### src/rtl/ntsc_pkg.sv
// Shared types and constants for the normalizing text stream comparator.
// Holds the configuration register indexes, the request and result payload structs, verdict codes and byte codes.
// No dependencies.
package ntsc_pkg;

    localparam int unsigned CFG_INDEX_W = 3;

    // Configuration register indexes
    localparam logic [CFG_INDEX_W-1:0] CFG_FOLD_CASE        = 3'd0;
    localparam logic [CFG_INDEX_W-1:0] CFG_COLLAPSE_BLANKS  = 3'd1;
    localparam logic [CFG_INDEX_W-1:0] CFG_SKIP_ALL_BLANKS  = 3'd2;
    localparam logic [CFG_INDEX_W-1:0] CFG_MERGE_LINE_ENDS  = 3'd3;
    localparam logic [CFG_INDEX_W-1:0] CFG_SKIP_EMPTY_LINES = 3'd4;

    // Verdict codes
    localparam logic [2:0] VERDICT_CONT      = 3'd0;
    localparam logic [2:0] VERDICT_SAME      = 3'd1;
    localparam logic [2:0] VERDICT_DIFF      = 3'd2;
    localparam logic [2:0] VERDICT_NEED_A    = 3'd3;
    localparam logic [2:0] VERDICT_NEED_B    = 3'd4;
    localparam logic [2:0] VERDICT_NEED_BOTH = 3'd5;

    // Byte codes
    localparam logic [7:0] CHAR_LF    = 8'h0A;
    localparam logic [7:0] CHAR_CR    = 8'h0D;
    localparam logic [7:0] CHAR_SPACE = 8'h20;
    localparam logic [7:0] CHAR_TAB   = 8'h09;
    localparam logic [7:0] CHAR_UPPER_A = 8'h41;
    localparam logic [7:0] CHAR_UPPER_Z = 8'h5A;
    localparam logic [7:0] CASE_OFFSET  = 8'h20;

    typedef struct packed {
        logic [7:0] byte_a;
        logic       have_a;
        logic       done_a;
        logic [7:0] byte_b;
        logic       have_b;
        logic       done_b;
    } item_t;

    typedef struct packed {
        logic       take_a;
        logic       take_b;
        logic [2:0] verdict;
    } result_t;

endpackage

### src/rtl/normalizing_text_stream_compare_top.sv
// Top level of the normalizing text stream comparator.
// Depends on ntsc_pkg for payload types, verdict codes and byte codes.
// The result of each accepted request is loaded into the result register.
// Throughput: one request per cycle while result_ready does not hold back the result; the phase
// walk for a request is one combinational pass from the request port into the result register.
// Reset: rst_n clears all options, the comparison state and the result valid flag.
module normalizing_text_stream_compare_top (
    input  logic                              clk,
    input  logic                              rst_n,
    input  logic                              item_valid,
    output logic                              item_ready,
    input  ntsc_pkg::item_t                   item,
    output logic                              result_valid,
    input  logic                              result_ready,
    output ntsc_pkg::result_t                 result,
    input  logic                              cfg_valid,
    output logic                              cfg_ready,
    input  logic [ntsc_pkg::CFG_INDEX_W-1:0]  cfg_index,
    input  logic                              cfg_data
);

    typedef enum logic [2:0] {
        PH_ALL   = 3'd0,
        PH_CASE  = 3'd1,
        PH_RUN   = 3'd2,
        PH_EOL_A = 3'd3,
        PH_EOL_B = 3'd4,
        PH_CMP   = 3'd5
    } phase_t;

    typedef enum logic [1:0] {
        TOK_DONE  = 2'd0,
        TOK_TAKEN = 2'd1,
        TOK_OPEN  = 2'd2,
        TOK_WAIT  = 2'd3
    } tok_code_t;

    typedef struct packed {
        tok_code_t code;
        logic      cr;
        logic      le;
    } tok_t;

    function automatic logic is_blank(input logic [7:0] c);
        return (c == ntsc_pkg::CHAR_SPACE) || (c == ntsc_pkg::CHAR_TAB);
    endfunction

    function automatic logic is_eol(input logic [7:0] c);
        return (c == ntsc_pkg::CHAR_LF) || (c == ntsc_pkg::CHAR_CR);
    endfunction

    // One step of reading a line-end token on one side
    function automatic tok_t token_step(input logic have, input logic done,
                                        input logic [7:0] c, input logic cr,
                                        input logic le);
        tok_t t;
        t.cr   = cr;
        t.le   = le;
        t.code = TOK_WAIT;
        if (cr) begin
            if (have) begin
                t.cr   = 1'b0;
                t.le   = 1'b1;
                t.code = (c == ntsc_pkg::CHAR_LF) ? TOK_TAKEN : TOK_DONE;
            end else if (done) begin
                t.cr   = 1'b0;
                t.le   = 1'b1;
                t.code = TOK_DONE;
            end
        end else if (have) begin
            if (c == ntsc_pkg::CHAR_LF) begin
                t.le   = 1'b1;
                t.code = TOK_TAKEN;
            end else if (c == ntsc_pkg::CHAR_CR) begin
                t.le   = 1'b1;
                t.cr   = 1'b1;
                t.code = TOK_OPEN;
            end else begin
                t.le   = 1'b0;
                t.code = TOK_DONE;
            end
        end else if (done) begin
            t.code = TOK_DONE;
        end
        return t;
    endfunction

    function automatic logic [7:0] fold(input logic en, input logic [7:0] c);
        if (en && c >= ntsc_pkg::CHAR_UPPER_A && c <= ntsc_pkg::CHAR_UPPER_Z)
            return c + ntsc_pkg::CASE_OFFSET;
        return c;
    endfunction

    // Options
    logic fold_case_reg, collapse_blanks_reg, skip_all_blanks_reg;
    logic merge_line_ends_reg, skip_empty_lines_reg;

    // Comparison state
    phase_t phase_reg, phase_next;
    logic   line_start_a_reg, line_start_a_next;
    logic   line_start_b_reg, line_start_b_next;
    logic   blank_run_reg, blank_run_next;
    logic   cr_open_a_reg, cr_open_a_next;
    logic   cr_open_b_reg, cr_open_b_next;
    logic   line_end_a_reg, line_end_a_next;
    logic   line_end_b_reg, line_end_b_next;

    // Result register
    logic              result_valid_reg;
    ntsc_pkg::result_t result_reg, result_next;

    logic item_fire;

    assign item_ready   = !result_valid_reg || result_ready;
    assign item_fire    = item_valid && item_ready;
    assign cfg_ready    = 1'b1;
    assign result_valid = result_valid_reg;
    assign result       = result_reg;

    // Walk the phases in order for the presented request
    always_comb begin
        logic       ha, hb, da, db, na, nb;
        logic [7:0] a, b, fa, fb;
        logic [2:0] need;
        logic       fin, clear, stall, ca, cb;
        phase_t     ph;
        tok_t       tok;

        a  = item.byte_a;
        b  = item.byte_b;
        ha = item.have_a;
        hb = item.have_b;
        da = item.done_a;
        db = item.done_b;
        na = !ha && !da;
        nb = !hb && !db;
        if (na)
            need = nb ? ntsc_pkg::VERDICT_NEED_BOTH : ntsc_pkg::VERDICT_NEED_A;
        else
            need = nb ? ntsc_pkg::VERDICT_NEED_B : ntsc_pkg::VERDICT_SAME;

        fa    = fold(fold_case_reg, a);
        fb    = fold(fold_case_reg, b);
        fin   = 1'b0;
        clear = 1'b0;
        stall = 1'b0;
        ca    = 1'b0;
        cb    = 1'b0;
        ph    = phase_reg;
        tok   = '{code: TOK_WAIT, cr: 1'b0, le: 1'b0};

        line_start_a_next = line_start_a_reg;
        line_start_b_next = line_start_b_reg;
        blank_run_next    = blank_run_reg;
        cr_open_a_next    = cr_open_a_reg;
        cr_open_b_next    = cr_open_b_reg;
        line_end_a_next   = line_end_a_reg;
        line_end_b_next   = line_end_b_reg;

        result_next.take_a  = 1'b0;
        result_next.take_b  = 1'b0;
        result_next.verdict = ntsc_pkg::VERDICT_CONT;

        // Drop all blanks
        if (!fin && ph == PH_ALL) begin
            if (skip_all_blanks_reg) begin
                ca = ha && is_blank(a);
                cb = hb && is_blank(b);
                if (ca || cb) begin
                    if (ca) line_start_a_next = 1'b0;
                    if (cb) line_start_b_next = 1'b0;
                    result_next.take_a = ca;
                    result_next.take_b = cb;
                    fin = 1'b1;
                end else if (na || nb) begin
                    result_next.verdict = need;
                    fin = 1'b1;
                end
            end
            if (!fin) ph = PH_CASE;
        end

        // Open a blank run
        if (!fin && ph == PH_CASE) begin
            if (collapse_blanks_reg) begin
                ca = 1'b0;
                cb = 1'b0;
                if (ha && is_blank(a)) begin
                    if (hb) begin
                        if (is_blank(b)) begin
                            ca = 1'b1;
                            cb = 1'b1;
                        end else if (is_eol(b)) begin
                            ca = 1'b1;
                        end
                    end else if (!db) begin
                        stall = 1'b1;
                    end else begin
                        ca = 1'b1;
                    end
                end else if (hb && is_blank(b)) begin
                    if (ha) begin
                        if (is_eol(a)) cb = 1'b1;
                    end else if (!da) begin
                        stall = 1'b1;
                    end else begin
                        cb = 1'b1;
                    end
                end
                if (stall) begin
                    result_next.verdict = need;
                    fin = 1'b1;
                end else if (ca || cb) begin
                    blank_run_next = 1'b1;
                    if (ca) line_start_a_next = 1'b0;
                    if (cb) line_start_b_next = 1'b0;
                    ph = PH_RUN;
                    result_next.take_a = ca;
                    result_next.take_b = cb;
                    fin = 1'b1;
                end else begin
                    ph = blank_run_next ? PH_RUN : PH_EOL_A;
                end
            end else begin
                ph = PH_EOL_A;
            end
        end

        // Advance through the rest of a blank run
        if (!fin && ph == PH_RUN) begin
            if (collapse_blanks_reg) begin
                ca = ha && is_blank(a);
                cb = hb && is_blank(b);
                if (ca || cb) begin
                    if (ca) line_start_a_next = 1'b0;
                    if (cb) line_start_b_next = 1'b0;
                    result_next.take_a = ca;
                    result_next.take_b = cb;
                    fin = 1'b1;
                end else if (na || nb) begin
                    blank_run_next = 1'b1;
                    result_next.verdict = need;
                    fin = 1'b1;
                end else begin
                    blank_run_next = 1'b0;
                end
            end
            if (!fin) ph = PH_EOL_A;
        end

        // Line ends on side A, or empty-line skipping on both sides
        if (!fin && ph == PH_EOL_A) begin
            if (skip_empty_lines_reg) begin
                ca = ha && is_eol(a) && (merge_line_ends_reg || line_start_a_next);
                cb = hb && is_eol(b) && (merge_line_ends_reg || line_start_b_next);
                if (ca || cb) begin
                    result_next.take_a = ca;
                    result_next.take_b = cb;
                    fin = 1'b1;
                end else if (na || nb) begin
                    result_next.verdict = need;
                    fin = 1'b1;
                end else begin
                    ph = PH_CMP;
                end
            end else if (merge_line_ends_reg) begin
                tok = token_step(ha, da, a, cr_open_a_next, line_end_a_next);
                cr_open_a_next  = tok.cr;
                line_end_a_next = tok.le;
                if (tok.code == TOK_WAIT) begin
                    result_next.verdict = need;
                    fin = 1'b1;
                end else if (tok.code == TOK_OPEN) begin
                    result_next.take_a = 1'b1;
                    fin = 1'b1;
                end else begin
                    ph = PH_EOL_B;
                    if (tok.code == TOK_TAKEN) begin
                        result_next.take_a = 1'b1;
                        fin = 1'b1;
                    end
                end
            end else begin
                ph = PH_CMP;
            end
        end

        // Line ends on side B
        if (!fin && ph == PH_EOL_B) begin
            if (merge_line_ends_reg && !skip_empty_lines_reg) begin
                tok = token_step(hb, db, b, cr_open_b_next, line_end_b_next);
                cr_open_b_next  = tok.cr;
                line_end_b_next = tok.le;
                if (tok.code == TOK_WAIT) begin
                    result_next.verdict = need;
                    fin = 1'b1;
                end else if (tok.code == TOK_OPEN) begin
                    result_next.take_b = 1'b1;
                    fin = 1'b1;
                end else begin
                    ph = PH_CMP;
                    if (tok.code == TOK_TAKEN) begin
                        result_next.take_b = 1'b1;
                        fin = 1'b1;
                    end
                end
            end else begin
                ph = PH_CMP;
            end
        end

        // Final byte compare
        if (!fin && ph == PH_CMP) begin
            fin = 1'b1;
            if (merge_line_ends_reg && !skip_empty_lines_reg
                && (line_end_a_next != line_end_b_next)) begin
                result_next.verdict = ntsc_pkg::VERDICT_DIFF;
                clear = 1'b1;
            end else if (na || nb) begin
                result_next.verdict = need;
            end else if (!ha || !hb) begin
                result_next.verdict = (ha == hb) ? ntsc_pkg::VERDICT_SAME
                                                 : ntsc_pkg::VERDICT_DIFF;
                clear = 1'b1;
            end else if (fa != fb) begin
                result_next.verdict = ntsc_pkg::VERDICT_DIFF;
                clear = 1'b1;
            end else begin
                line_start_a_next  = is_eol(fa);
                line_start_b_next  = is_eol(fb);
                ph = PH_ALL;
                result_next.take_a = 1'b1;
                result_next.take_b = 1'b1;
            end
        end

        phase_next = ph;

        // Return to the start state after a same or differ verdict
        if (clear) begin
            line_start_a_next = 1'b1;
            line_start_b_next = 1'b1;
            blank_run_next    = 1'b0;
            cr_open_a_next    = 1'b0;
            cr_open_b_next    = 1'b0;
            line_end_a_next   = 1'b0;
            line_end_b_next   = 1'b0;
            phase_next        = PH_ALL;
        end
    end

    // Hold options, state and result valid flag
    always_ff @(posedge clk or negedge rst_n)
    begin
        if (!rst_n)
        begin
            fold_case_reg        <= 1'b0;
            collapse_blanks_reg  <= 1'b0;
            skip_all_blanks_reg  <= 1'b0;
            merge_line_ends_reg  <= 1'b0;
            skip_empty_lines_reg <= 1'b0;
            phase_reg            <= PH_ALL;
            line_start_a_reg     <= 1'b1;
            line_start_b_reg     <= 1'b1;
            blank_run_reg        <= 1'b0;
            cr_open_a_reg        <= 1'b0;
            cr_open_b_reg        <= 1'b0;
            line_end_a_reg       <= 1'b0;
            line_end_b_reg       <= 1'b0;
            result_valid_reg     <= 1'b0;
        end
        else
        begin
            if (cfg_valid)
            begin
                unique case (cfg_index)
                    ntsc_pkg::CFG_FOLD_CASE:        fold_case_reg        <= cfg_data;
                    ntsc_pkg::CFG_COLLAPSE_BLANKS:  collapse_blanks_reg  <= cfg_data;
                    ntsc_pkg::CFG_SKIP_ALL_BLANKS:  skip_all_blanks_reg  <= cfg_data;
                    ntsc_pkg::CFG_MERGE_LINE_ENDS:  merge_line_ends_reg  <= cfg_data;
                    ntsc_pkg::CFG_SKIP_EMPTY_LINES: skip_empty_lines_reg <= cfg_data;
                    default: ;
                endcase
            end
            if (item_fire)
            begin
                phase_reg        <= phase_next;
                line_start_a_reg <= line_start_a_next;
                line_start_b_reg <= line_start_b_next;
                blank_run_reg    <= blank_run_next;
                cr_open_a_reg    <= cr_open_a_next;
                cr_open_b_reg    <= cr_open_b_next;
                line_end_a_reg   <= line_end_a_next;
                line_end_b_reg   <= line_end_b_next;
                result_valid_reg <= 1'b1;
            end
            else if (result_ready)
            begin
                result_valid_reg <= 1'b0;
            end
        end
    end

    // Load the result payload
    always_ff @(posedge clk)
    begin
        if (item_fire)
        begin
            result_reg <= result_next;
        end
    end

endmodule

### config.mk
export PLATFORM = sky130hd
export DESIGN_NAME = normalizing_text_stream_compare_top
export DESIGN_NICKNAME = d
export VERILOG_FILES = /design/src/rtl/ntsc_pkg.sv /design/src/rtl/normalizing_text_stream_compare_top.sv
export SDC_FILE = /design/constraint.sdc
export NUM_CORES = 1
export LEC_CHECK = 0
export BUFFER_PORTS_ARGS = -buffer_cell sky130_fd_sc_hd__buf_4
export CAP_MARGIN = 20
export CORE_MARGIN = 5
export CORE_UTILIZATION = 40
export CTS_BUF_LIST = sky130_fd_sc_hd__clkbuf_8
export CTS_CLUSTER_SIZE = 10
export DETAILED_ROUTE_END_ITERATION = 6
export PLACE_DENSITY = 0.58
export SLEW_MARGIN = 10
export SYNTH_ARGS = -nofsm -noshare
export SYNTH_HDL_FRONTEND = slang
export SYNTH_SLANG_ARGS = --single-unit
### constraint.sdc
create_clock -name clk -period 3.64 [get_ports clk]
set_input_delay 0.182 -clock clk [delete_from_list [all_inputs] [get_ports clk]]
set_output_delay 0.182 -clock clk [all_outputs]
set_load 0.02 [all_outputs]
* Yosys cells after proc, flatten, opt, wreduce, memory -nomap -nowiden *
Index checks and enable logic that the tools add are counted.

word-level totals
  flip-flop bits (word level) = 21
  bits of input ports = 29
  output and inout bits = 8
  logic and storage cells = 339

cells by class
  add/subtract/negate cells = 2
  order comparisons = 4
  equal/unequal tests = 31
  mux-type cells = 226
  reduce and logical (&&, ||, !) cells = 59

operators by type and width
  cell                   number
  $mux W1                139
  $mux W3                42
  $eq A8 B4 Y1 const B   10
  $mux W4                13
  $mux W2                20
  $mux W5                8
  $mux W8                4
  $logic_and A1 B1 Y1    20
  $add A8 B6 Y8 const B  2
  $eq A8 B6 Y1 const B   2
  $ge A8 B7 Y1 const B   2
  $le A8 B7 Y1 const B   2
  $logic_or A1 B1 Y1     14
  $eq A3 B2 Y1 const B   4
  $logic_not A1 Y1       11
  $reduce_and A2 Y1      5
  $reduce_bool A2 Y1     5
  $eq A3 B3 Y1 const B   3
  $eq A2 B2 Y1 const B   4
  $ne A8 B8 Y1           1
  $eq A3 B1 Y1 const B   2
  $logic_not A3 Y1       2
  $eq A2 B1 Y1 const B   2
  $reduce_and A4 Y1      1
  4 further kinds        4

* Depth between registers and ports, before layout *
  word-level depth = 47
  depth in mapped cells = 14
  depth with buffers taken out = 10

* Worst setup path before layout *
No wires, ideal clock.

  path type = in2reg
  start point = input item[2] (netlist bit)
  end point = register result_reg (netlist bit result[2]) (data pin)
  library setup time = 0.268 ns
  data arrival time = 3.021 ns
  path slack = 0.351 ns
  stages = 13
  cell sequence = buf_2 -> nor3b_1 -> o211a_1 -> buf_6 -> nor3_1 -> or4_4 -> o21a_1 -> and2_4 -> o31a_1 -> or4_1 -> buf_2 -> a31oi_4 -> nor3_1

RTL lines
  item                  line                                        RTL
  start, declared       normalizing_text_stream_compare_top.sv:12   input ntsc_pkg::item_t item,
  end signal, assigned  normalizing_text_stream_compare_top.sv:409  result_reg <= result_next;
  end, declared         normalizing_text_stream_compare_top.sv:110  ntsc_pkg::result_t result_reg, result_next;

==> results.yml <==
floorplan:
  die_h_microns: 85.6
  dieArea_sq_um: 7330
  core_sq_um: 5540
  rows: 27
  ios: 37
  die_w_microns: 85.6
  initial_utilization_pct: 41.3
status:
  status: "finished clean"
sta:
  rsz0062_at_grt: "false"
  setup_viol: 0
  hold_viol: 0
  worst_pin_slew_ns: 0.635
  whs_ns: 0.110
  fmax_ghz: 0.298
  fin_ws_ns: 0.283
  relSlewSlack_pct: 57.4
  setup-tns-final_ns: 0
  drv_slew: 0
  fin_crit_sh_pct: 92.2
  fin_crit_ns: 3.36
  skew_ns: 0.00146
global_route:
  antenna_found_initial: 0
  grt.total_usage_pct: 21.2
  grt_max_degree: 17
  first_global_vias: 2456
  met3_usage_pct: 2.79
  use_met1_pct: 30.7
  grt_pass1_wl_mm: 12.6
  grt-busiest-layer: "met2"
  use_met2_pct: 33.2
  overflow: 0
setup_path:
  critPathCaptureType: "flip-flop"
  arrival_ns: 3.38
  crit_required_ns: 3.66
  worst-setup-path-type: "flip-flop to flip-flop"
  startpoint_type: "flip-flop"
  cp_max_fo: 6
cells_and_area:
  antenna_cells: 0
  area_growth_pct: 22.6
  fin_cells: 413
  largest_reg_flops: 5
  layout-drive-gt1-share_pct: 24.0
  final_nets: 374
clock_network:
  clkTransAtPathRegs_ns: 0.09
  tritoncts: "done"
  root_buffer: "clkbuf_8"
  numCtsBuffers: 3
  cts_resized: 0
  cts_setup_buffers: 0
  h-tree-depth: 1
  cts_hold_buf: 1
  clockBufferDepth: 2
  worstSkewPairLatency_ns: 0.27
  cts_num_sinks: 21
pwr:
  swShare_pct: 45.4
  p_switching_w: 0.000590
  p_total_w: 0.00130
  ir_worst_vdd_mv: 0.200
  combPwrFrac_pct: 57.8
  power.internal_w: 0.000710
  powerDensity_nw_per_um2: 464
  clockPowerShare_pct: 12.7
  leakagePower_nw: 1.18
  seqPwrFrac_pct: 29.5
run:
  drv_cap: 0
routing:
  wl_per_cell_microns: 18.2
  initialDrtViolationCount: 239
  finalWirelength_mm: 7.51
  drt_first_pass_iters: 4
  ant_nets: 0
  vias_per_cell: 6.02
  vias: 2485
  drcViolationCount: 0
yosys:
  synth_nets: 321
  synth_seq_cells: 21
  avgSynthCellArea_sq_um: 7.91
  syn_area_sq_um: 2290
  yosysWarnings: 0
  ys_types: 75
  ys_seq_area_share_pct: 24.2
  synth-async-reset-ratio_pct: 76.2
  synth-edff-count: 5
  synthCells: 289
  synth_flop_cell: "dfrtp_1"
place:
  pre_cts_ws_ns: 0.113
  portBuffers: 35
  gp_congestion: 0.929
  hpwl_mm: 6.10
  place_inst: 408
hold_path:
  holdCritPathClass: "primary input to flip-flop"
## layout make-up
class,count,area (sq um)
fillers,596,2740
multi-input cells,247,1640
inverters,12,45.0
well taps,72,90.1
repair buffers,57,430
clock buffers,3,41.3
clock inverters,1,5.00
flip-flops and latches,21,553
## synthesized netlist by cell type, types with 6 or more instances
cell       n  area, sq um
o21ai_0   14         70.1
o211ai_1   6         45.0
a31oi_1    8         50.1
xor2_1     6         52.6
nor2b_1    9         56.3
a21oi_1   20          100
dfrtp_1   14          350
nand3_1   14         70.1
inv_1     11         41.3
nand2b_1   6         37.5
nor3_1     8         40.0
nand2_1   20         75.1
nor2_1    26         97.6
## cell usage in the layout (no fill, tap or decap), types with 4 or more instances in the layout
cell	synthesis	routed
o211ai_1	6	6
nand3_1	14	14
a31oi_1	8	8
nor3b_1	4	4
or2_2	4	4
nor3_1	8	8
o22ai_1	5	5
and3b_1	5	5
xor2_1	6	6
or3_1	4	4
a21o_1	5	5
o2111ai_1	4	4
edfxtp_1	5	5
nor2_1	26	26
buf_4	1	56
inv_1	11	11
o31ai_1	5	5
nor4_1	4	4
o21ai_0	14	14
nor2b_1	9	9
a21oi_1	20	20
dfrtp_1	14	14
nand2b_1	6	6
nand2_1	20	20
## path summary, 6_finish.rpt
path | startpoint | end | slack (ns) | depth (start not counted)
setup / recovery | cr_open_a_reg | result[2] | 0.28 | 12
hold / removal | item_valid | result_valid | 0.11 | 2
setup reg to reg | cr_open_a_reg | result[2] | 0.28 | 12
hold reg to reg | result_valid | result_valid | 0.54 | 2
max in group asynchronous | rst_n | line_start_b_reg | 3.08 | 2
min in group asynchronous | rst_n | cr_open_b_reg | 0.31 | 2
## power by group through the flow
| stage | clock, W | combinational, W | sequential (W) |
|---|---|---|---|
| 6_report | 0.000166 | 0.000751 | 0.000383 |
| 5_1_grt | 0.000181 | 0.000838 | 0.000394 |
| 2_1_floorplan | 0 | 0.000512 | 0.000359 |
| 3_3_place_gp | 0 | 0.000742 | 0.000387 |
| 4_1_cts | 0.000168 | 0.000744 | 0.000382 |
| 3_5_place_dp | 0 | 0.000741 | 0.000386 |
## per-layer routing
metal,up-vias,part of all wire [%]
met3,10,6.7
met5,-,0
met4,0,1.3
met1,1162,47
li1,1228,-
met2,85,45
## critical path: stages, from the launching register on
cell,delay [ns]
dfrtp_1,0.46
nand4bb_1,0.27
nor4_1,0.24
buf_4,0.19
nor3_1,0.06
a22oi_1,0.17
a21bo_1,0.24
o21ai_1,0.19
buf_4,0.17
nor4_1,0.06
or4_1,0.67
a31oi_4,0.30
nor3_1,0.08
## kinds of logic (layout without fill, tap and decap cells)
group	count (synthesis)	count (layout)	synth area share, %
xor gates and xnor gates	8	8	3.06
and+or+nand+nor	123	123	30.9
other	1	1	0.164
muxes	4	4	1.91
adders and majority gates	3	3	1.64
DFF	21	21	24.2
AOI/OAI and AO/OA	108	108	34.0
buffers and inverters	21	73	4.16
## per-stage QoR
| stage | cell area [sq um] | util, % |
|---|---|---|
| 6_report | 2800 | 50.6 |
| 4_1_cts | 2800 | 50.6 |
| 3_3_place_gp | 2750 | 49.6 |
| 2_1_floorplan | 2290 | - |
| 5_1_grt | 2800 | 50.6 |
| 3_5_place_dp | 2750 | 49.6 |
(Power assumes the default switching activity.)
